==> src/hdl/fcf_pkg.sv <==
// Shared types and constants for the FIR filter with coefficient crossfade.
// Used by the datapath, the controller, the top level and the checker.
// No dependencies.
package fcf_pkg;

  // Filter dimensions.
  localparam int unsigned MAX_TAPS    = 64;
  localparam int unsigned SAMPLE_BITS = 16;
  localparam int unsigned COEF_BITS   = 18;

  // Derived widths.
  localparam int unsigned TAP_W   = $clog2(MAX_TAPS);
  localparam int unsigned CNT_W   = $clog2(MAX_TAPS + 1);
  localparam int unsigned FADE_W  = 16;
  localparam int unsigned WGT_W   = 17;
  localparam int unsigned NUM_W   = FADE_W + WGT_W + 1;
  localparam int unsigned MIX_W   = COEF_BITS + WGT_W + 2;
  localparam int unsigned PROD_W  = COEF_BITS + SAMPLE_BITS;
  localparam int unsigned ACC_W   = PROD_W + TAP_W;
  localparam int unsigned CFG_W   = 16;
  localparam int unsigned CFG_IDX_W = 1;

  // Crossfade weight of one in Q1.16, and half an LSB of the blend.
  localparam logic [WGT_W-1:0] W_ONE  = WGT_W'(65536);
  localparam int unsigned      W_HALF = 32768;

  // Configuration register indexes.
  localparam logic [CFG_IDX_W-1:0] CFG_TAP_COUNT  = 1'b0;
  localparam logic [CFG_IDX_W-1:0] CFG_FADE_STEPS = 1'b1;

  // Input item kinds.
  typedef enum logic [1:0] {
    KIND_SAMPLE = 2'd0,
    KIND_LOAD   = 2'd1,
    KIND_COMMIT = 2'd2
  } kind_e;

  // What a tap read in the datapath pipeline is for.
  typedef enum logic [1:0] {
    OP_MAC  = 2'd0,
    OP_CMP  = 2'd1,
    OP_COPY = 2'd2
  } op_e;

  // Commands from the controller to the datapath.
  typedef struct packed {
    logic             clr;
    logic             hist_wr;
    logic             rd;
    op_e              op;
    logic [TAP_W-1:0] k;
    logic             acc_clr;
    logic             cmp_clr;
    logic             div_start;
    logic             fade_step;
    logic             commit;
    logic             out_load;
  } fcf_cmd_t;

  // Status from the datapath to the controller.
  typedef struct packed {
    logic             fading;
    logic             last;
    logic             div_done;
    logic             diff;
    logic             out_free;
    logic [CNT_W-1:0] tap_count;
  } fcf_sts_t;

endpackage

==> src/hdl/fcf_ctrl.sv <==
// Controller: sequences the clearing pass, sample filtering, commit compare
// and commit copy over the taps. Depends on fcf_pkg.
module fcf_ctrl
  import fcf_pkg::*;
(
  input  logic       clk_i,
  input  logic       rst_ni,
  input  logic       in_acc_i,
  input  logic [1:0] kind_i,
  input  fcf_sts_t   sts_i,
  output fcf_cmd_t   cmd_o,
  output logic       in_ready_o
);

  typedef enum logic [3:0] {
    ST_CLR, ST_IDLE, ST_FADE, ST_DIV, ST_HWR, ST_MAC, ST_MDRAIN,
    ST_OUT, ST_CMP, ST_CDRAIN, ST_COPY, ST_PDRAIN
  } state_e;

  state_e           state_q;
  logic [TAP_W-1:0] k_q;
  logic [1:0]       cnt_q;
  logic             k_end_tc;
  logic             k_end_max;

  assign k_end_tc  = {1'b0, k_q} == (TAP_W + 1)'(sts_i.tap_count - 1'b1);
  assign k_end_max = k_q == TAP_W'(MAX_TAPS - 1);

  // State, tap counter and drain counter.
  always_ff @(posedge clk_i or negedge rst_ni) begin
    if (!rst_ni) begin
      state_q <= ST_CLR;
      k_q     <= '0;
      cnt_q   <= '0;
    end else begin
      case (state_q)
        ST_CLR: begin
          k_q <= k_q + 1'b1;
          if (k_end_max) begin
            k_q     <= '0;
            state_q <= ST_IDLE;
          end
        end
        ST_IDLE: begin
          k_q   <= '0;
          cnt_q <= '0;
          if (in_acc_i) begin
            case (kind_e'(kind_i))
              KIND_SAMPLE: state_q <= ST_FADE;
              KIND_COMMIT: state_q <= ST_CMP;
              default:     state_q <= ST_IDLE;
            endcase
          end
        end
        ST_FADE: begin
          if (!sts_i.fading || sts_i.last) begin
            state_q <= ST_HWR;
          end else begin
            state_q <= ST_DIV;
          end
        end
        ST_DIV: begin
          if (sts_i.div_done) begin
            state_q <= ST_HWR;
          end
        end
        ST_HWR: begin
          state_q <= ST_MAC;
        end
        ST_MAC: begin
          k_q <= k_q + 1'b1;
          if (k_end_tc) begin
            state_q <= ST_MDRAIN;
          end
        end
        ST_MDRAIN: begin
          cnt_q <= cnt_q + 1'b1;
          if (cnt_q == 2'd2) begin
            state_q <= ST_OUT;
          end
        end
        ST_OUT: begin
          if (sts_i.out_free) begin
            state_q <= ST_IDLE;
          end
        end
        ST_CMP: begin
          k_q <= k_q + 1'b1;
          if (k_end_tc) begin
            state_q <= ST_CDRAIN;
          end
        end
        ST_CDRAIN: begin
          cnt_q <= cnt_q + 1'b1;
          if (cnt_q == 2'd1) begin
            cnt_q   <= '0;
            k_q     <= '0;
            state_q <= sts_i.diff ? ST_COPY : ST_IDLE;
          end
        end
        ST_COPY: begin
          k_q <= k_q + 1'b1;
          if (k_end_max) begin
            state_q <= ST_PDRAIN;
          end
        end
        ST_PDRAIN: begin
          cnt_q <= cnt_q + 1'b1;
          if (cnt_q == 2'd1) begin
            state_q <= ST_IDLE;
          end
        end
        default: state_q <= ST_IDLE;
      endcase
    end
  end

  // Command decode.
  always_comb begin
    cmd_o           = '0;
    cmd_o.op        = OP_MAC;
    cmd_o.k         = k_q;
    case (state_q)
      ST_CLR:  cmd_o.clr = 1'b1;
      ST_IDLE: cmd_o.cmp_clr = 1'b1;
      ST_FADE: begin
        if (sts_i.fading && sts_i.last) begin
          cmd_o.fade_step = 1'b1;
        end else if (sts_i.fading) begin
          cmd_o.div_start = 1'b1;
        end
      end
      ST_DIV:  cmd_o.fade_step = sts_i.div_done;
      ST_HWR: begin
        cmd_o.hist_wr = 1'b1;
        cmd_o.acc_clr = 1'b1;
      end
      ST_MAC:  cmd_o.rd = 1'b1;
      ST_OUT:  cmd_o.out_load = sts_i.out_free;
      ST_CMP: begin
        cmd_o.rd = 1'b1;
        cmd_o.op = OP_CMP;
      end
      ST_COPY: begin
        cmd_o.rd = 1'b1;
        cmd_o.op = OP_COPY;
      end
      ST_PDRAIN: cmd_o.commit = (cnt_q == 2'd1);
      default: cmd_o.k = k_q;
    endcase
  end

  assign in_ready_o = state_q == ST_IDLE;

endmodule

==> config.mk <==
export PLATFORM = sky130hd
export DESIGN_NAME = fcf_ctrl
export DESIGN_NICKNAME = d
export VERILOG_FILES = /design/src/hdl/fcf_pkg.sv /design/src/hdl/fcf_ctrl.sv
export SDC_FILE = /design/constraint.sdc
export NUM_CORES = 1
export LEC_CHECK = 0
export BUFFER_PORTS_ARGS = -buffer_cell sky130_fd_sc_hd__buf_2
export CAP_MARGIN = 40
export CORE_MARGIN = 2
export CORE_UTILIZATION = 40
export CTS_CLUSTER_DIAMETER = 150
export DETAILED_ROUTE_END_ITERATION = 6
export PLACE_DENSITY = 0.66
export SYNTH_ARGS = -nofsm -noshare
export SYNTH_HDL_FRONTEND = slang
export SYNTH_SLANG_ARGS = --single-unit
==> constraint.sdc <==
create_clock -name clk_i -period 2 [get_ports clk_i]
set_clock_uncertainty 0.15 [all_clocks]
set_input_delay 0.5 -clock clk_i [delete_from_list [all_inputs] [get_ports clk_i]]
set_output_delay 0.5 -clock clk_i [all_outputs]
set_load 0.05 [all_outputs]
* Word-level counts from Yosys, hierarchy flattened *
Cells that the tools add are included.

word-level totals
  bits in registers = 12
  input port bits = 17
  output and inout bits = 18
  word-level logic and storage cells = 74

operators by class
  add/subtract/negate cells = 3
  eq/ne operators = 26
  mux-type cells = 31
  reductions and logical operators = 11

operators with widths
  operator                                              number
  case mux 4 bit (12 select lines)                      1
  2-to-1 mux 4 bit                                      11
  case mux 6 bit (4 select lines)                       1
  inequality test 2 bit (second input constant)         10
  equality test 4 x 3 -> 1 bit (second input constant)  4
  equality test 4 bit (second input constant)           4
  2-to-1 mux 6 bit                                      2
  2-to-1 mux 1 bit                                      10
  AND reduction 10 bit                                  1
  equality test 4 x 2 -> 1 bit (second input constant)  2
  case mux 4 bit (2 select lines)                       1
  equality test 6 x 7 -> 1 bit                          1
  subtractor 7 x 1 -> 7 bit (second input constant)     1
  adder 6 x 1 -> 6 bit (second input constant)          1
  equality test 6 bit (second input constant)           1
  case mux 2 bit (3 select lines)                       1
  equality test 2 bit (second input constant)           2
  equality test 4 x 1 -> 1 bit (second input constant)  1
  zero test 4 bit                                       1
  case mux 2 bit (2 select lines)                       1
  nonzero test 4 bit                                    1
  2-to-1 mux 3 bit                                      1
  nonzero test 3 bit                                    1
  OR reduction 3 bit                                    1
  other kinds (10)                                      10

* Depth between registers and ports, before layout *
Gate-level depths: netlist (run 1).

  word-level depth = 4
  mapped depth = 8
  gate-level depth less buffers = 8

* Worst setup path before layout (run 1) *
No wires, ideal clock.

  kind = reg2out
  start point = register state_q[0]
  end point = output port cmd_o[16] in the netlist's numbering
  data arrival time = 2.375 ns
  required time = 1.350 ns
  setup slack = -1.025 ns
  cell stages (with the launch flop) = 4
  path buffers = 2
  cells stage by stage = dfrtp_1 > clkbuf_1 > clkbuf_1 > nor4_1

RTL lines
  what                    line            RTL
  from (decl)             fcf_ctrl.sv:20  state_e state_q;
  from (signal assigned)  fcf_ctrl.sv:98  state_q <= sts_i.diff ? ST_COPY : ST_IDLE;
  to (decl)               fcf_ctrl.sv:11  output fcf_cmd_t cmd_o,

==> results of run 1 <==
## metal layers
metal	track usage (%)	vias up
li1	-	773
met5	0	-
met4	5.71	0
met3	4.55	5
met1	35.9	780
met2	42.5	64
## worst paths after layout
check                                  startpoint                     end
setup / recovery           state_q[3]$_DFFE_PN0P_               cmd_o[15]
hold / removal                 k_q[5]$_DFFE_PN0P_      k_q[5]$_DFFE_PN0P_
setup reg to reg           state_q[1]$_DFFE_PN0P_  state_q[2]$_DFFE_PN0P_
hold reg to reg                k_q[5]$_DFFE_PN0P_      k_q[5]$_DFFE_PN0P_
max in group asynchronous                  rst_ni      k_q[2]$_DFFE_PN0P_
min in group asynchronous                  rst_ni  state_q[1]$_DFFE_PN0P_
## kinds of logic (layout without fill, tap and decap cells)
family | after synthesis | count (layout) | synth area share, %
compound gates | 46 | 46 | 24.4
xor+xnor | 7 | 7 | 4.89
fa+ha+maj | 4 | 4 | 3.99
buf+inv | 20 | 91 | 6.89
flops | 12 | 12 | 24.0
mux | 2 | 2 | 1.60
simple gates | 85 | 85 | 34.3
## placed cells by master (no fill, tap or decap), types with 2 or more instances in the layout
| cell type | count |
|---|---|
| xnor2_1 | 3 |
| inv_2 | 4 |
| ha_4 | 3 |
| mux2i_1 | 2 |
| o31ai_1 | 2 |
| o22a_1 | 2 |
| xor2_1 | 4 |
| nand3b_1 | 4 |
| buf_2 | 20 |
| inv_1 | 4 |
| buf_8 | 2 |
| buf_4 | 38 |
| nor4_4 | 3 |
| nor2_1 | 14 |
| buf_12 | 2 |
| a21oi_1 | 8 |
| nor3_1 | 2 |
| nand2b_4 | 3 |
| buf_6 | 15 |
| nand2_1 | 19 |
| nor2b_1 | 6 |
| nand2b_1 | 6 |
| dfrtp_2 | 8 |
| dfrtp_1 | 4 |
| nand3_1 | 7 |
| nor2_2 | 2 |
| o21ai_1 | 4 |
| clkbuf_4 | 3 |
| o21ai_0 | 12 |
| or2_4 | 2 |
| nor3_4 | 3 |
| nor2_4 | 4 |
| a31oi_1 | 4 |
| o22ai_1 | 2 |
## power by group
group / leakage, µW / switching [µW] / total (µW) / internal [µW]
combinational: 0.000758 / 1460 / 2640 / 1180
clock: 0.0000210 / 92.4 / 203 / 111
sequential: 0.000144 / 138 / 485 / 347
## what timing repair did
action,CTS,global route
pin swaps,10,8
setup endpoints to repair,21,20
resized for setup,47,12
endpoints found under the hold margin,12,0
hold buffers,1,0
setup buffers,9,1
## worst max-delay path, stage by stage (launching register included)
cell and delay [ns]:
dfrtp_1 0.44, buf_6 0.17, nand2b_4 0.19, nor3_4 0.17, buf_6 0.19
## flip-flops by register name (all words and copies together), names as in the netlist
| signal | cells |
|---|---|
| cnt_q | 2 |
| k_q | 6 |
| state_q | 4 |
## through the flow
| stage | instances | setup slack [ns] | power, µW | hold WS, ns | util (%) |
|---|---|---|---|---|---|
| after floorplan | 176 | -0.177 | 2070 | 0.0544 | - |
| after global placement | 277 | -0.326 | 2800 | 0.247 | 60.8 |
| after detailed placement | 277 | -0.412 | 2860 | 0.259 | 60.8 |
| after CTS | 290 | -0.0829 | 3200 | 0.416 | 70.0 |
| after global routing | 291 | -0.160 | 3540 | 0.458 | 71.4 |
| final | 291 | -0.0799 | 3320 | 0.422 | 71.4 |
## cell type report
cell class                      count  area share [%]
Multi-Input combinational cell    144            49.9
Timing Repair Buffer               78            29.4
Sequential cell                    12            14.4
Tap cell                           44            2.55
Inverter                            9            2.14
Clock buffer                        4            1.68
==> metrics, run 1 <==
die height=between 50 and 60 µm; CTS Sinks=12; Ports=35; fin nets=269; syn_nets=between 150 and 200; number of fill cells=232; reg2reg setup slack=-0.06 ns; Cell Pwr Density=1540 mW/mm²; via count=1622; setup TNS=-0.783 ns; peak supply drop=0.851 mV; Critical Path RT=1.35 ns; per-cell routed wire length=14.9 µm; Synth warnings=0; Routed met2 length=2110 µm; area of the multi-input gates=around 0.0011 mm²; Inserted Diodes=0; First DRT Iteration DRCs=between 90 and 100; H-tree depth=1; Hold Path Depth=1; worst r2r path cells=8; Setup CP Type=reg -> out; M1 WL=1920 µm; Leak=0.000922 µW; grt ovf=0; Area contributors post-synth=dfrtp_1 24%, o21ai_0 6.4%, nand2_1 5.7%; clock buffer depth=2; slew at the pin closest to its max-slew limit=0.396 ns; Initial Util=41.4%; global placement routability congestion=approximately 0.91; crit share post-route=104%; design area=0.00216 mm²; Final Max Tran Viols=0; Syn Area/Cell=7.12 µm²; DR top layer=met4; CTS clk-pin slew, worst paths=0.09 ns; die width=roughly 60 µm; failing checks=negative setup slack; gate count after technology mapping=between 150 and 200; residual DRC count=0; Critical Path End Type=output port; DP HPWL=3230 µm; initial antenna violation count=0; CTS tree=yes; number of enable flip-flop cells after synthesis=0; Clock Latency Late Sink=0.28 ns; post-route ant nets=0; minimum clock period=around 2.1 ns; Max-cap violations=0; layout cell share with drive strength beyond 1=50.2%; Seq/Total Area, Yosys=24.0%; startpoint types=register; Buffers on Ports=34; drt pass-1 iters=4; Core Area=0.00303 mm²; largest net degree at the start of global routing=16; asr flop ratio synth=100%; final hold violations=0; CTS Buf Count=3; row count=20; FF/Latch Area=~310 µm²; GRT Overall Usage=26.1%; # setup viols final=15; Synth top area share=24.0%; Post-DP Area=0.00184 mm²; crit path DAT=1.43 ns; maximum clock frequency=481 MHz; vias per cell=5.57; worst setup margin=-0.0799 ns; post-synth cell types=43; post-synth top area cell=dfrtp_1; vias in the first global route=about 1500; synthesized flop and latch total=12; DR WL met3=257 µm; Area growth syn-to-layout=72.4%; Post-Syn Area=0.00125 mm²; Min-Delay Path Class=reg -> reg; Post-Route WL=4340 µm; die area=0.00360 mm²; first-pass GRT wire length=7120 µm; Max-slew headroom=73.5%; CTS root buf=clkbuf_4; top cells by count, synth=19 x nand2_1, 19 x nor2_1, 16 x o21ai_0; CP Max Fanout=5; most used flip-flop cell after synthesis=dfrtp_1; status=complete, but fails checks; RSZ-0062 raised after global routing=true
Note: power is estimated with default switching activity, not from simulation.
==> run 2, diff against run 1 <==
--- a/config.mk
+++ b/config.mk
@@ -8,3 +8,2 @@
 export BUFFER_PORTS_ARGS = -buffer_cell sky130_fd_sc_hd__buf_2
-export CAP_MARGIN = 40
 export CORE_MARGIN = 2
==> constraint.sdc (replaced) <==
create_clock -name clk_i -period 2 [get_ports clk_i]
set_clock_uncertainty 0.15 [all_clocks]
set_input_delay 0.1 -clock clk_i [delete_from_list [all_inputs] [get_ports clk_i]]
set_output_delay 0.1 -clock clk_i [all_outputs]
set_load 0.05 [all_outputs]
==> metrics, run 2 (synthesized netlist as in run 1, its figures left out) <==
peak supply drop=0.893 mV (was 0.851 mV); Inserted Diodes=0 (unchanged); Post-DP Area=0.00168 mm² (was 0.00184 mm²); RSZ-0062 raised after global routing=true (unchanged); Critical Path RT=2.04 ns (was 1.35 ns); post-route ant nets=0 (unchanged); per-cell routed wire length=12.8 µm (was 14.9 µm); via count=1526 (was 1622); Area growth syn-to-layout=43.9% (was 72.4%); crit share post-route=100% (was 104%); grt ovf=0 (unchanged); # setup viols final=1 (was 15); fin nets=256 (was 269); Final Max Tran Viols=0 (unchanged); crit path DAT=2.05 ns (was 1.43 ns); clock buffer depth=2 (unchanged); CTS root buf=clkbuf_4 (unchanged); vias in the first global route=1241 (was 1545); slew at the pin closest to its max-slew limit=0.377 ns (was 0.396 ns); CP peak stage delay=0.38 ns (was 0.44 ns); largest registers=k_q x6, state_q x4, cnt_q x2 (unchanged); startpoint types=register (unchanged); number of fill cells=284 (was 232); most frequent cells in the layout=33 x buf_4, 28 x buf_2, 19 x nand2_1, 19 x nor2_1, 15 x o21ai_0 (was 38 x buf_4, 20 x buf_2, 19 x nand2_1, 15 x buf_6, 14 x nor2_1); Max-slew headroom=74.8% (was 73.5%); status=complete, but fails checks (unchanged); residual DRC count=0 (unchanged); Leak=0.000811 µW (was 0.000922 µW); Setup CP Type=reg -> reg (was reg -> out); Post-Route WL=3570 µm (was 4340 µm); GRT Overall Usage=19.1% (was 26.1%); failing checks=negative setup slack (unchanged); CTS clk-pin slew, worst paths=0.08 ns (was 0.09 ns); Ports=35 (unchanged); Clock Latency Late Sink=0.28 ns (about the same); commonest non-fill, non-tap cell in the layout=buf_4 (unchanged); register with the highest flop count=k_q (unchanged); vias per cell=5.49 (was 5.57); H-tree depth=1 (unchanged); row count=20 (unchanged); maximum clock frequency=498 MHz (was 481 MHz); Critical Path End Type=register (was output port); final hold violations=0 (unchanged); Min Hold Slack=0.0799 ns (was 0.422 ns); Buffers on Ports=34 (unchanged); global placement routability congestion=0.881 (was 0.910); Core Area=0.00303 mm² (unchanged); first-pass GRT wire length=5410 µm (was 7120 µm); max reg flops=6 (unchanged); die area=0.00360 mm² (unchanged); Worst path slowest cell=dfrtp_1 (unchanged); die width=60.0 µm (unchanged); minimum clock period=2.01 ns (was 2.08 ns); DP HPWL=2780 µm (was 3230 µm); design area=0.00180 mm² (was 0.00216 mm²); Min-Delay Path Class=in -> async (was reg -> reg); initial antenna violation count=0 (unchanged); drt pass-1 iters=4 (unchanged); die height=60.0 µm (unchanged); CTS tree=yes (unchanged); layout cell share with drive strength beyond 1=41.0% (was 50.2%); CP Max Fanout=6 (was 5); Max-cap violations=0 (unchanged); CTS Buf Count=3 (unchanged); crit-path cells=inv_1, ha_2, inv_2, a222oi_1, o221ai_2, or3_1, a32oi_1 (was buf_6, nand2b_4, nor3_4, buf_6); largest net degree at the start of global routing=15 (was 16); First DRT Iteration DRCs=94 (was 93); final core occ=59.6% (was 71.4%); Cell Pwr Density=1610 mW/mm² (was 1540 mW/mm²); Crit path max-delay family=compound AO/OA/AOI/OAI gates (was flip-flops); Initial Util=41.4% (unchanged); worst setup margin=-0.00652 ns (was -0.0799 ns); Worst Path Buf+Inv=2 (unchanged); CTS Sinks=12 (unchanged)
run 2: changes by cell type in the layout (fill, tap and decap cells not counted), sizes merged:
cell,previous run,this run
buf,77,61
clkbuf,4,7
run 2: cell type report:
class	instances	area (µm²)	share of cell area, %
inverter	9	33.8	1.87
tap	44	55.1	3.05
sequential	12	309	17.1
clock buffer	4	36.3	2.01
timing repair buffer	65	420	23.3
multi-input combinational	144	950	52.6
run 2: repair_timing:
item / in CTS / in global routing
endpoints found under the setup margin: 7 / 17
setup buffers: 3 / 3
hold buffers: 1 / 0
endpoints found under the hold margin: 12 / 0
gates resized for setup: 2 / 17
pin swaps: 4 / 1
run 2: routing by layer:
layer,track usage [%],wire [µm],vias to the layer above
met3,4.11,210,2
met1,26.2,1580,729
met2,31.7,1760,53
met5,0,0,-
li1,-,-,742
met4,2.54,20,0
run 2: path summary, 6_finish.rpt:
kind / slack [ns] / start / cells past startpoint / to
max: -0.007 / cnt_q[1]$_DFFE_PN0P_ / 7 / state_q[1]$_DFFE_PN0P_
max in group asynchronous: 1.38 / rst_ni / 2 / k_q[2]$_DFFE_PN0P_
min: 0.08 / rst_ni / 2 / k_q[3]$_DFFE_PN0P_
min in group clk_i: 0.12 / sts_i[6] / 5 / state_q[1]$_DFFE_PN0P_
max reg2reg: -0.007 / cnt_q[1]$_DFFE_PN0P_ / 7 / state_q[1]$_DFFE_PN0P_
min reg2reg: 0.40 / k_q[5]$_DFFE_PN0P_ / 1 / k_q[5]$_DFFE_PN0P_
run 2: power breakdown:
part / leakage [µW] / switching [µW] / internal [µW]
Combinational: 0.000645 / 1300 / 916
Sequential: 0.000145 / 148 / 348
Clock: 0.0000210 / 89.5 / 111
run 2: per-stage QoR:
stage          total power (µW)  instances  setup WS (ns)  setup TNS, ns
2_1_floorplan              1920        176         -0.138         -0.430
3_3_place_gp               2470        267         0.0103              0
3_5_place_dp               2510        267        -0.0617        -0.0973
4_1_cts                    2770        275        -0.0358        -0.0973
5_1_grt                    3130        278         -0.109         -0.334
6_report                   2910        278       -0.00652       -0.00652
